`src/rtl/rc4t_pkg.sv`:
```
// Shared constants, types and codes for the tiny RC4 stream cipher unit.
package rc4t_pkg;

    // Permutation table geometry (power of two).
    localparam int TABLE_SIZE = 8;
    localparam int IDX_W      = $clog2(TABLE_SIZE);

    // Field and register widths.
    localparam int KEY_W      = 3;
    localparam int VAL_W      = 3;
    localparam int KEY_COUNT  = 3;
    localparam int KIDX_W     = 2;
    localparam int CFG_IDX_W  = 2;
    localparam int S_TDATA_W  = 8;
    localparam int M_TDATA_W  = 8;

    typedef logic [IDX_W-1:0] idx_t;

    // Configuration register indexes.
    typedef enum logic [CFG_IDX_W-1:0] {
        CFG_KEY0 = 2'd0,
        CFG_KEY1 = 2'd1,
        CFG_KEY2 = 2'd2
    } cfg_reg_t;

    // Operations of the shared index adder.
    typedef enum logic [1:0] {
        ALU_SCHED,
        ALU_INC_I,
        ALU_STEP_J,
        ALU_SUM
    } alu_op_t;

    // Operand bundle offered to the shared adder.
    typedef struct packed {
        idx_t acc;
        idx_t key;
        idx_t rd_val;
        idx_t idx_i;
        idx_t idx_j;
        idx_t s_i;
        idx_t s_j;
    } alu_opnd_t;

    // Sequencer states.
    typedef enum logic [3:0] {
        ST_IDLE,
        ST_SCH_RD_N,
        ST_SCH_RD_A,
        ST_SCH_WR_N,
        ST_SCH_WR_A,
        ST_GEN_RD_I,
        ST_GEN_RD_J,
        ST_GEN_WR_I,
        ST_GEN_WR_J,
        ST_GEN_RD_T,
        ST_GEN_KS,
        ST_DONE
    } state_t;

endpackage

```
`src/rtl/rc4t_ram.sv`:
```
// Generic single-write, single-read RAM with registered read data.
module rc4t_ram #(
    parameter int WIDTH = 8,
    parameter int DEPTH = 16
) (
    input  logic                     aclk,
    input  logic                     wr_en,
    input  logic [$clog2(DEPTH)-1:0] wr_addr,
    input  logic [WIDTH-1:0]         wr_data,
    input  logic [$clog2(DEPTH)-1:0] rd_addr,
    output logic [WIDTH-1:0]         rd_data
);

    logic [WIDTH-1:0] mem [DEPTH];

    // Write port and registered read port.
    always_ff @(posedge aclk) begin
        if (wr_en) begin
            mem[wr_addr] <= wr_data;
        end
        rd_data <= mem[rd_addr];
    end

endmodule

```
`src/rtl/rc4t_alu.sv`:
```
// Shared index adder: selects operands by operation and adds modulo the table size.
module rc4t_alu (
    input  rc4t_pkg::alu_op_t   op,
    input  rc4t_pkg::alu_opnd_t opnd,
    output rc4t_pkg::idx_t      sum
);
    import rc4t_pkg::*;

    idx_t op_a;
    idx_t op_b;
    idx_t op_c;

    // Operand selection for each use of the adder.
    always_comb begin
        op_a = '0;
        op_b = '0;
        op_c = '0;
        case (op)
            ALU_SCHED: begin
                op_a = opnd.acc;
                op_b = opnd.rd_val;
                op_c = opnd.key;
            end
            ALU_INC_I: begin
                op_a = opnd.idx_i;
                op_b = IDX_W'(1);
            end
            ALU_STEP_J: begin
                op_a = opnd.idx_j;
                op_b = opnd.rd_val;
            end
            ALU_SUM: begin
                op_a = opnd.s_i;
                op_b = opnd.s_j;
            end
            default: begin
                op_a = '0;
            end
        endcase
    end

    // Wrapping add gives the result modulo the table size.
    assign sum = op_a + op_b + op_c;

endmodule

```
`src/rtl/tiny_rc4_stream_cipher_unit.sv`:
```
// Tiny RC4 stream cipher unit: an 8-entry permutation of 3-bit words with a 3-word key.
// Each input beat produces one output beat carrying the keystream word and its XOR with the
// input word. The permutation lives in a table RAM with one write and one read port that one
// sequencer walks with one shared adder, and the input stays not ready until a result has been
// placed in the output register. A beat with restart set, and the first beat after reset, first
// runs the key schedule: 8 swaps, each reading S[n] and S[a] and then writing both back. Key
// registers may be written while idle; a new key is used from the next restart. The output
// register lets a new beat enter while a result still waits.
module tiny_rc4_stream_cipher_unit (
    input  logic                                aclk,
    input  logic                                aresetn,
    // s_tdata: restart [0], plain_value [3:1], zero fill [7:4]
    input  logic                                s_tvalid,
    output logic                                s_tready,
    input  logic [rc4t_pkg::S_TDATA_W-1:0]      s_tdata,
    // m_tdata: keystream_value [2:0], cipher_value [5:3], zero fill [7:6]
    output logic                                m_tvalid,
    input  logic                                m_tready,
    output logic [rc4t_pkg::M_TDATA_W-1:0]      m_tdata,
    input  logic                                cfg_wr_en,
    input  logic [rc4t_pkg::CFG_IDX_W-1:0]      cfg_index,
    input  logic [rc4t_pkg::KEY_W-1:0]          cfg_wr_data
);
    import rc4t_pkg::*;

    state_t state_reg;
    state_t state_next;

    logic [KEY_W-1:0]  key0_reg;
    logic [KEY_W-1:0]  key1_reg;
    logic [KEY_W-1:0]  key2_reg;
    logic              keyed_reg;
    logic [VAL_W-1:0]  plain_reg;
    idx_t              i_reg;
    idx_t              j_reg;
    idx_t              n_reg;
    idx_t              acc_reg;
    idx_t              si_reg;
    idx_t              sj_reg;
    idx_t              t_reg;
    idx_t              ks_reg;
    logic [KIDX_W-1:0] kidx_reg;
    logic [TABLE_SIZE-1:0] valid_reg;
    logic              rd_hit_reg;
    idx_t              rd_addr_reg;
    logic              m_tvalid_reg;
    logic [M_TDATA_W-1:0] m_tdata_reg;

    logic       in_accept;
    logic       need_sched;
    logic       out_free;
    logic       ram_we;
    idx_t       ram_waddr;
    idx_t       ram_wdata;
    idx_t       ram_raddr;
    idx_t       ram_rdata;
    idx_t       rd_val;
    idx_t       key_sel;
    idx_t       alu_sum;
    alu_op_t    alu_op;
    alu_opnd_t  alu_opnd;
    logic [VAL_W-1:0] ks_val;

    assign s_tready   = (state_reg == ST_IDLE) && aresetn;
    assign in_accept  = s_tvalid && s_tready;
    assign need_sched = s_tdata[0] || !keyed_reg;
    assign out_free   = !m_tvalid_reg || m_tready;
    assign m_tvalid   = m_tvalid_reg;
    assign m_tdata    = m_tdata_reg;

    // Table storage.
    rc4t_ram #(
        .WIDTH (IDX_W),
        .DEPTH (TABLE_SIZE)
    ) u_table (
        .aclk    (aclk),
        .wr_en   (ram_we),
        .wr_addr (ram_waddr),
        .wr_data (ram_wdata),
        .rd_addr (ram_raddr),
        .rd_data (ram_rdata)
    );

    // An entry never written since the last identity load reads as its own index.
    assign rd_val = rd_hit_reg ? ram_rdata : rd_addr_reg;

    // Key word for the current schedule position.
    always_comb begin
        case (kidx_reg)
            2'd0:    key_sel = IDX_W'(key0_reg);
            2'd1:    key_sel = IDX_W'(key1_reg);
            2'd2:    key_sel = IDX_W'(key2_reg);
            default: key_sel = IDX_W'(key0_reg);
        endcase
    end

    assign alu_opnd = '{acc: acc_reg, key: key_sel, rd_val: rd_val, idx_i: i_reg,
                        idx_j: j_reg, s_i: si_reg, s_j: sj_reg};

    rc4t_alu u_alu (
        .op   (alu_op),
        .opnd (alu_opnd),
        .sum  (alu_sum)
    );

    // Next-state logic.
    always_comb begin
        state_next = state_reg;
        case (state_reg)
            ST_IDLE: begin
                if (in_accept) begin
                    state_next = need_sched ? ST_SCH_RD_N : ST_GEN_RD_I;
                end
            end
            ST_SCH_RD_N: state_next = ST_SCH_RD_A;
            ST_SCH_RD_A: state_next = ST_SCH_WR_N;
            ST_SCH_WR_N: state_next = ST_SCH_WR_A;
            ST_SCH_WR_A: begin
                state_next = (n_reg == IDX_W'(TABLE_SIZE - 1)) ? ST_GEN_RD_I : ST_SCH_RD_N;
            end
            ST_GEN_RD_I: state_next = ST_GEN_RD_J;
            ST_GEN_RD_J: state_next = ST_GEN_WR_I;
            ST_GEN_WR_I: state_next = ST_GEN_WR_J;
            ST_GEN_WR_J: state_next = ST_GEN_RD_T;
            ST_GEN_RD_T: state_next = ST_GEN_KS;
            ST_GEN_KS:   state_next = ST_DONE;
            ST_DONE: begin
                if (out_free) begin
                    state_next = ST_IDLE;
                end
            end
            default: state_next = ST_IDLE;
        endcase
    end

    // Table port and adder controls for each state.
    always_comb begin
        ram_we    = 1'b0;
        ram_waddr = '0;
        ram_wdata = '0;
        ram_raddr = '0;
        alu_op    = ALU_SUM;
        case (state_reg)
            ST_SCH_RD_N: ram_raddr = n_reg;
            ST_SCH_RD_A: begin
                alu_op    = ALU_SCHED;
                ram_raddr = alu_sum;
            end
            ST_SCH_WR_N: begin
                ram_we    = 1'b1;
                ram_waddr = n_reg;
                ram_wdata = rd_val;
            end
            ST_SCH_WR_A: begin
                ram_we    = 1'b1;
                ram_waddr = acc_reg;
                ram_wdata = si_reg;
            end
            ST_GEN_RD_I: begin
                alu_op    = ALU_INC_I;
                ram_raddr = alu_sum;
            end
            ST_GEN_RD_J: begin
                alu_op    = ALU_STEP_J;
                ram_raddr = alu_sum;
            end
            ST_GEN_WR_I: begin
                ram_we    = 1'b1;
                ram_waddr = i_reg;
                ram_wdata = rd_val;
            end
            ST_GEN_WR_J: begin
                ram_we    = 1'b1;
                ram_waddr = j_reg;
                ram_wdata = si_reg;
                alu_op    = ALU_SUM;
            end
            ST_GEN_RD_T: ram_raddr = t_reg;
            default: begin
                ram_we = 1'b0;
            end
        endcase
    end

    // State, key registers, entry valid bits and output register.
    always_ff @(posedge aclk) begin
        if (!aresetn) begin
            state_reg    <= ST_IDLE;
            key0_reg     <= '0;
            key1_reg     <= '0;
            key2_reg     <= '0;
            keyed_reg    <= 1'b0;
            i_reg        <= '0;
            j_reg        <= '0;
            valid_reg    <= '0;
            m_tvalid_reg <= 1'b0;
        end else begin
            state_reg <= state_next;

            if (cfg_wr_en) begin
                case (cfg_index)
                    CFG_KEY0: key0_reg <= cfg_wr_data;
                    CFG_KEY1: key1_reg <= cfg_wr_data;
                    CFG_KEY2: key2_reg <= cfg_wr_data;
                    default:  key0_reg <= key0_reg;
                endcase
            end

            // Schedule start reloads the identity permutation at once.
            if (state_reg == ST_IDLE && in_accept && need_sched) begin
                valid_reg <= '0;
            end else if (ram_we) begin
                valid_reg[ram_waddr] <= 1'b1;
            end

            if (state_reg == ST_SCH_WR_A && n_reg == IDX_W'(TABLE_SIZE - 1)) begin
                keyed_reg <= 1'b1;
                i_reg     <= '0;
                j_reg     <= '0;
            end
            if (state_reg == ST_GEN_RD_I) begin
                i_reg <= alu_sum;
            end
            if (state_reg == ST_GEN_RD_J) begin
                j_reg <= alu_sum;
            end

            if (state_reg == ST_DONE && out_free) begin
                m_tvalid_reg <= 1'b1;
            end else if (m_tready) begin
                m_tvalid_reg <= 1'b0;
            end
        end
    end

    assign ks_val = VAL_W'(ks_reg);

    // Datapath registers without reset.
    always_ff @(posedge aclk) begin
        rd_hit_reg  <= valid_reg[ram_raddr];
        rd_addr_reg <= ram_raddr;

        if (state_reg == ST_IDLE && in_accept) begin
            plain_reg <= s_tdata[VAL_W:1];
            n_reg     <= '0;
            acc_reg   <= '0;
            kidx_reg  <= '0;
        end
        if (state_reg == ST_SCH_RD_A) begin
            acc_reg <= alu_sum;
            si_reg  <= rd_val;
        end
        if (state_reg == ST_SCH_WR_A) begin
            n_reg    <= n_reg + IDX_W'(1);
            kidx_reg <= (kidx_reg == KIDX_W'(KEY_COUNT - 1)) ? '0 : kidx_reg + KIDX_W'(1);
        end
        if (state_reg == ST_GEN_RD_J) begin
            si_reg <= rd_val;
        end
        if (state_reg == ST_GEN_WR_I) begin
            sj_reg <= rd_val;
        end
        if (state_reg == ST_GEN_WR_J) begin
            t_reg <= alu_sum;
        end
        if (state_reg == ST_GEN_KS) begin
            ks_reg <= rd_val;
        end
        if (state_reg == ST_DONE && out_free) begin
            m_tdata_reg <= {2'b00, plain_reg ^ ks_val, ks_val};
        end
    end

endmodule

```
`config.mk`:
```
export PLATFORM = sky130hd
export DESIGN_NAME = tiny_rc4_stream_cipher_unit
export DESIGN_NICKNAME = d
export VERILOG_FILES = /design/src/rtl/rc4t_pkg.sv /design/src/rtl/rc4t_ram.sv /design/src/rtl/rc4t_alu.sv /design/src/rtl/tiny_rc4_stream_cipher_unit.sv
export SDC_FILE = /design/constraint.sdc
export NUM_CORES = 1
export LEC_CHECK = 0
export BUFFER_PORTS_ARGS = -buffer_cell sky130_fd_sc_hd__buf_2
export CAP_MARGIN = 40
export CORE_UTILIZATION = 43
export CTS_CLUSTER_DIAMETER = 40
export CTS_CLUSTER_SIZE = 40
export DETAILED_ROUTE_END_ITERATION = 8
export GPL_TIMING_DRIVEN = 0
export PLACE_DENSITY_LB_ADDON = 0.12
export SETUP_SLACK_MARGIN = 0.15
export SKIP_LAST_GASP = 1
export SLEW_MARGIN = 20
export SYNTH_ARGS = -nofsm -noshare
export SYNTH_HDL_FRONTEND = slang
export SYNTH_SLANG_ARGS = --single-unit
```
`constraint.sdc`:
```
create_clock -name aclk -period 11 [get_ports aclk]
set_clock_uncertainty 0.15 [all_clocks]
set_input_delay 3.3 -clock aclk [delete_from_list [all_inputs] [get_ports aclk]]
set_output_delay 3.3 -clock aclk [all_outputs]
set_load 0.01 [all_outputs]
```
==> impl_results.html <==
<table>
<tr><th>Metric</th><th>Value</th></tr>
<tr><th colspan="2">Outcome</th></tr>
<tr><td>Result of the run</td><td>finished clean</td></tr>
<tr><th colspan="2">Global route</th></tr>
<tr><td>Initial antenna violation count</td><td>0</td></tr>
<tr><td>Global-route wire length before repair</td><td>14.4 mm</td></tr>
<tr><td>Total Routing Usage GR</td><td>19.5%</td></tr>
<tr><td>Vias in the first global route</td><td>2763</td></tr>
<tr><td>Maximum number of pins on one net before global-route repair</td><td>16</td></tr>
<tr><td>GRT overflow</td><td>0</td></tr>
<tr><th colspan="2">Synth</th></tr>
<tr><td>Post-synth top cells</td><td>sky130_fd_sc_hd__edfxtp_1, sky130_fd_sc_hd__nor2_1, sky130_fd_sc_hd__dfxtp_1, sky130_fd_sc_hd__mux2i_1, sky130_fd_sc_hd__nand2_1</td></tr>
<tr><td>Sequential-to-total area share from yosys stat</td><td>56.3%</td></tr>
<tr><td>Count leader, synth</td><td>sky130_fd_sc_hd__edfxtp_1</td></tr>
<tr><td>Top flip-flop cell by instance count after synthesis</td><td>sky130_fd_sc_hd__edfxtp_1</td></tr>
<tr><td>Flip-flop and latch count after synthesis</td><td>89</td></tr>
<tr><td>Cell type contributing the most total cell area after synthesis</td><td>sky130_fd_sc_hd__edfxtp_1</td></tr>
<tr><td>Post-synthesis cell type count</td><td>55</td></tr>
<tr><td>Leading post-synthesis cells by cell area</td><td>sky130_fd_sc_hd__edfxtp_1, sky130_fd_sc_hd__dfxtp_1, sky130_fd_sc_hd__mux2i_1</td></tr>
<tr><td>Cell area after technology mapping</td><td>0.00411 mm2</td></tr>
<tr><td>Cell count after synthesis</td><td>369</td></tr>
<tr><td>Syn. warnings</td><td>0</td></tr>
<tr><td>Number of flops mapped to enable cells by yosys</td><td>53</td></tr>
<tr><td>Proportion of synthesized flip-flops having asynchronous set or reset</td><td>0%</td></tr>
<tr><td>Yosys top cell area share</td><td>38.7%</td></tr>
<tr><td>Average size of a mapped cell</td><td>11.1 um2</td></tr>
<tr><th colspan="2">Placement</th></tr>
<tr><td>Final estimated routing congestion in global placement</td><td>0.896</td></tr>
<tr><td>Placed cell count</td><td>521</td></tr>
<tr><td>HPWL reported at the end of detailed placement</td><td>6.60 mm</td></tr>
<tr><td>Placed cell area</td><td>0.00438 mm2</td></tr>
<tr><td>Number of buffer cells added on primary ports</td><td>21</td></tr>
<tr><th colspan="2">Final layout</th></tr>
<tr><td>Final Cell Area</td><td>0.00458 mm2</td></tr>
<tr><td>Area growth from synthesis to layout</td><td>11.5%</td></tr>
<tr><td>Final antenna diode count</td><td>0</td></tr>
<tr><td>Max reg flops</td><td>24</td></tr>
<tr><td>Non-filler cells, final</td><td>538</td></tr>
<tr><td>Final cell utilization of the core</td><td>49.6%</td></tr>
<tr><td>Final-stage net count</td><td>429</td></tr>
<tr><td>Fraction of layout instances using a drive strength above 1</td><td>13.2%</td></tr>
<tr><th colspan="2">CTS</th></tr>
<tr><td>Number of buffers inserted by hold repair at cts</td><td>0</td></tr>
<tr><td>Count of cells resized by post-cts repair</td><td>0</td></tr>
<tr><td>Htree depth</td><td>3</td></tr>
<tr><td>CTS buffer count</td><td>9</td></tr>
<tr><td>Clock tree from TritonCTS</td><td>done</td></tr>
<tr><td>Source-to-sink clock delay at the later pin of the worst-skew pair</td><td>0.37 ns</td></tr>
<tr><td>Reg clk slew, reported paths</td><td>0.09 ns</td></tr>
<tr><td>Post-CTS setup buffer count</td><td>0</td></tr>
<tr><td>Clock tree sinks</td><td>89</td></tr>
<tr><td>CTS Root Buffer Type</td><td>sky130_fd_sc_hd__clkbuf_8</td></tr>
<tr><td>Maximum root-to-sink buffer count</td><td>2</td></tr>
<tr><th colspan="2">Pwr</th></tr>
<tr><td>Leakage dissipation</td><td>1.75 nW</td></tr>
<tr><td>Total Power Consumption</td><td>1.15 mW</td></tr>
<tr><td>P_sw</td><td>437 uW</td></tr>
<tr><td>Combinational share of power</td><td>41.7%</td></tr>
<tr><td>Part of the power in the clock network</td><td>19.5%</td></tr>
<tr><td>Ratio of total power to cell area</td><td>252 mW/mm2</td></tr>
<tr><td>VDD IR max</td><td>0.114 mV</td></tr>
<tr><td>Reg power frac</td><td>38.9%</td></tr>
<tr><td>Share of total power consumed by net switching</td><td>37.9%</td></tr>
<tr><td>Internal power consumption</td><td>717 uW</td></tr>
<tr><th colspan="2">Routing</th></tr>
<tr><td>Antenna-violating nets left</td><td>0</td></tr>
<tr><td>Count of routing violations after the opening detailed-route iteration</td><td>171</td></tr>
<tr><td>Via count</td><td>2871</td></tr>
<tr><td>Count of TritonRoute iterations in the first routing pass</td><td>4</td></tr>
<tr><td>Wire length after detailed routing</td><td>8.93 mm</td></tr>
<tr><td>DRC errors left</td><td>0</td></tr>
<tr><td>Post-DR wirelength/cell</td><td>16.6 um</td></tr>
<tr><td>Via-per-instance ratio</td><td>5.34</td></tr>
<tr><th colspan="2">Timing</th></tr>
<tr><td>Slew of the pin with the lowest slew margin</td><td>0.837 ns</td></tr>
<tr><td>Max_slew headroom</td><td>43.6%</td></tr>
<tr><td>Final critical delay including setup and external delays</td><td>7.78 ns</td></tr>
<tr><td>Final Max Slew Viols</td><td>0</td></tr>
<tr><td>Final Hold Vio Count</td><td>0</td></tr>
<tr><td>RSZ-0062 raised after global routing</td><td>no</td></tr>
<tr><td>Maximum frequency from static timing analysis</td><td>129 MHz</td></tr>
<tr><td>Number of setup violations in the final report</td><td>0</td></tr>
<tr><td>Post-route clock period utilization</td><td>70.7%</td></tr>
<tr><td>Setup_tns</td><td>0 ns</td></tr>
<tr><th colspan="2">Worst setup path</th></tr>
<tr><td>Worst setup EP type</td><td>output port</td></tr>
<tr><td>Startpoint kind of the worst setup timing path</td><td>input port</td></tr>
<tr><td>Critical path data arrival time</td><td>4.33 ns</td></tr>
<tr><td>Required time of the worst setup path</td><td>7.55 ns</td></tr>
<tr><td>Crit path max fanout</td><td>10</td></tr>
<tr><td>CP Class</td><td>in2out</td></tr>
<tr><th colspan="2">Die</th></tr>
<tr><td>Die X-Extent</td><td>99.8 um</td></tr>
<tr><td>Die area</td><td>0.00995 mm2</td></tr>
<tr><td>Boundary pin count</td><td>28</td></tr>
<tr><td>Initial core utilization</td><td>44.5%</td></tr>
<tr><td>Chip height</td><td>99.8 um</td></tr>
<tr><td>Core area</td><td>0.00924 mm2</td></tr>
<tr><td>Number of placement rows</td><td>35</td></tr>
<tr><th colspan="2">Run</th></tr>
<tr><td>Max Cap Violations</td><td>0</td></tr>
<tr><th colspan="2">Hold path</th></tr>
<tr><td>Worst hold-check path type</td><td>reg2reg</td></tr>
</table>
==> layout make-up <==
class                   count  area [um2]
multi-input cells         243        1640
repair buffers             23         115
inverters                  19        71.3
well taps                 129         161
flip-flops and latches     89        2310
clock buffers               9         124
fillers                   856        4660
clock inverters             7        68.8
plain buffers              19        88.8
==> per-stage QoR <==
| step | setup slack [ns] | hold slack, ns |
|---|---|---|
| 6_report | 3.22 | 0.316 |
| 5_1_grt | 3.08 | 0.330 |
| 4_1_cts | 3.20 | 0.320 |
| 3_5_place_dp | 3.20 | 0.305 |
| 3_3_place_gp | 3.20 | 0.295 |
| 2_1_floorplan | 3.66 | 0.282 |
==> cell usage in the layout, fill, tap and decap left out, types with 11 or more instances in the layout <==
master	netlist	final
sky130_fd_sc_hd__nor2_1	41	41
sky130_fd_sc_hd__a21oi_1	21	21
sky130_fd_sc_hd__clkbuf_1	11	11
sky130_fd_sc_hd__nand3_1	12	12
sky130_fd_sc_hd__edfxtp_1	53	53
sky130_fd_sc_hd__nand2_1	24	24
sky130_fd_sc_hd__buf_2	1	24
sky130_fd_sc_hd__inv_1	18	18
sky130_fd_sc_hd__dfxtp_1	36	36
sky130_fd_sc_hd__mux2i_1	36	36
==> per-layer routing <==
metal | track usage (%) | up-vias | share of wire [%]
li1 | - | 1403 | -
met1 | 26.9 | 1371 | 48
met3 | 4.99 | 10 | 6.6
met2 | 29.7 | 87 | 44
met5 | 0 | - | 0
met4 | 6.79 | 0 | 1.5
==> final timing paths <==
path	from	to	slack, ns	cells past startpoint
hold / removal	keyed_reg$_SDFFE_PN0P_	keyed_reg$_SDFFE_PN0P_	0.32	2
setup / recovery	aresetn	s_tready	3.22	5
hold reg to reg	keyed_reg$_SDFFE_PN0P_	keyed_reg$_SDFFE_PN0P_	0.32	2
setup reg to reg	state_reg[1]$_SDFFE_PN0P_	u_table.rd_data[0]$_DFF_P_	5.65	16
==> power by group through the flow <==
stage	registers (mW)	logic, mW	clock network (mW)
6_report	0.448	0.480	0.224
5_1_grt	0.453	0.528	0.243
4_1_cts	0.449	0.478	0.231
3_5_place_dp	0.455	0.477	0
3_3_place_gp	0.455	0.472	0
2_1_floorplan	0.447	0.357	0
==> kinds of logic after synthesis <==
family	synth area share [%]
AO/OA/AOI/OAI	11.8
flip-flops	56.3
buffers and inverters	3.90
adder cells (fa/ha/maj)	2.50
other	0.0913
multiplexers	11.1
XOR/XNOR	1.07
AND/OR/NAND/NOR	13.3
==> worst max-delay path, stage by stage <==
cell and delay [ns]:
sky130_fd_sc_hd__buf_2 0.13, sky130_fd_sc_hd__clkinv_1 0.17, sky130_fd_sc_hd__clkbuf_1 0.48, sky130_fd_sc_hd__nor2_1 0.09, sky130_fd_sc_hd__buf_2 0.16
(Power assumes the default switching activity.)
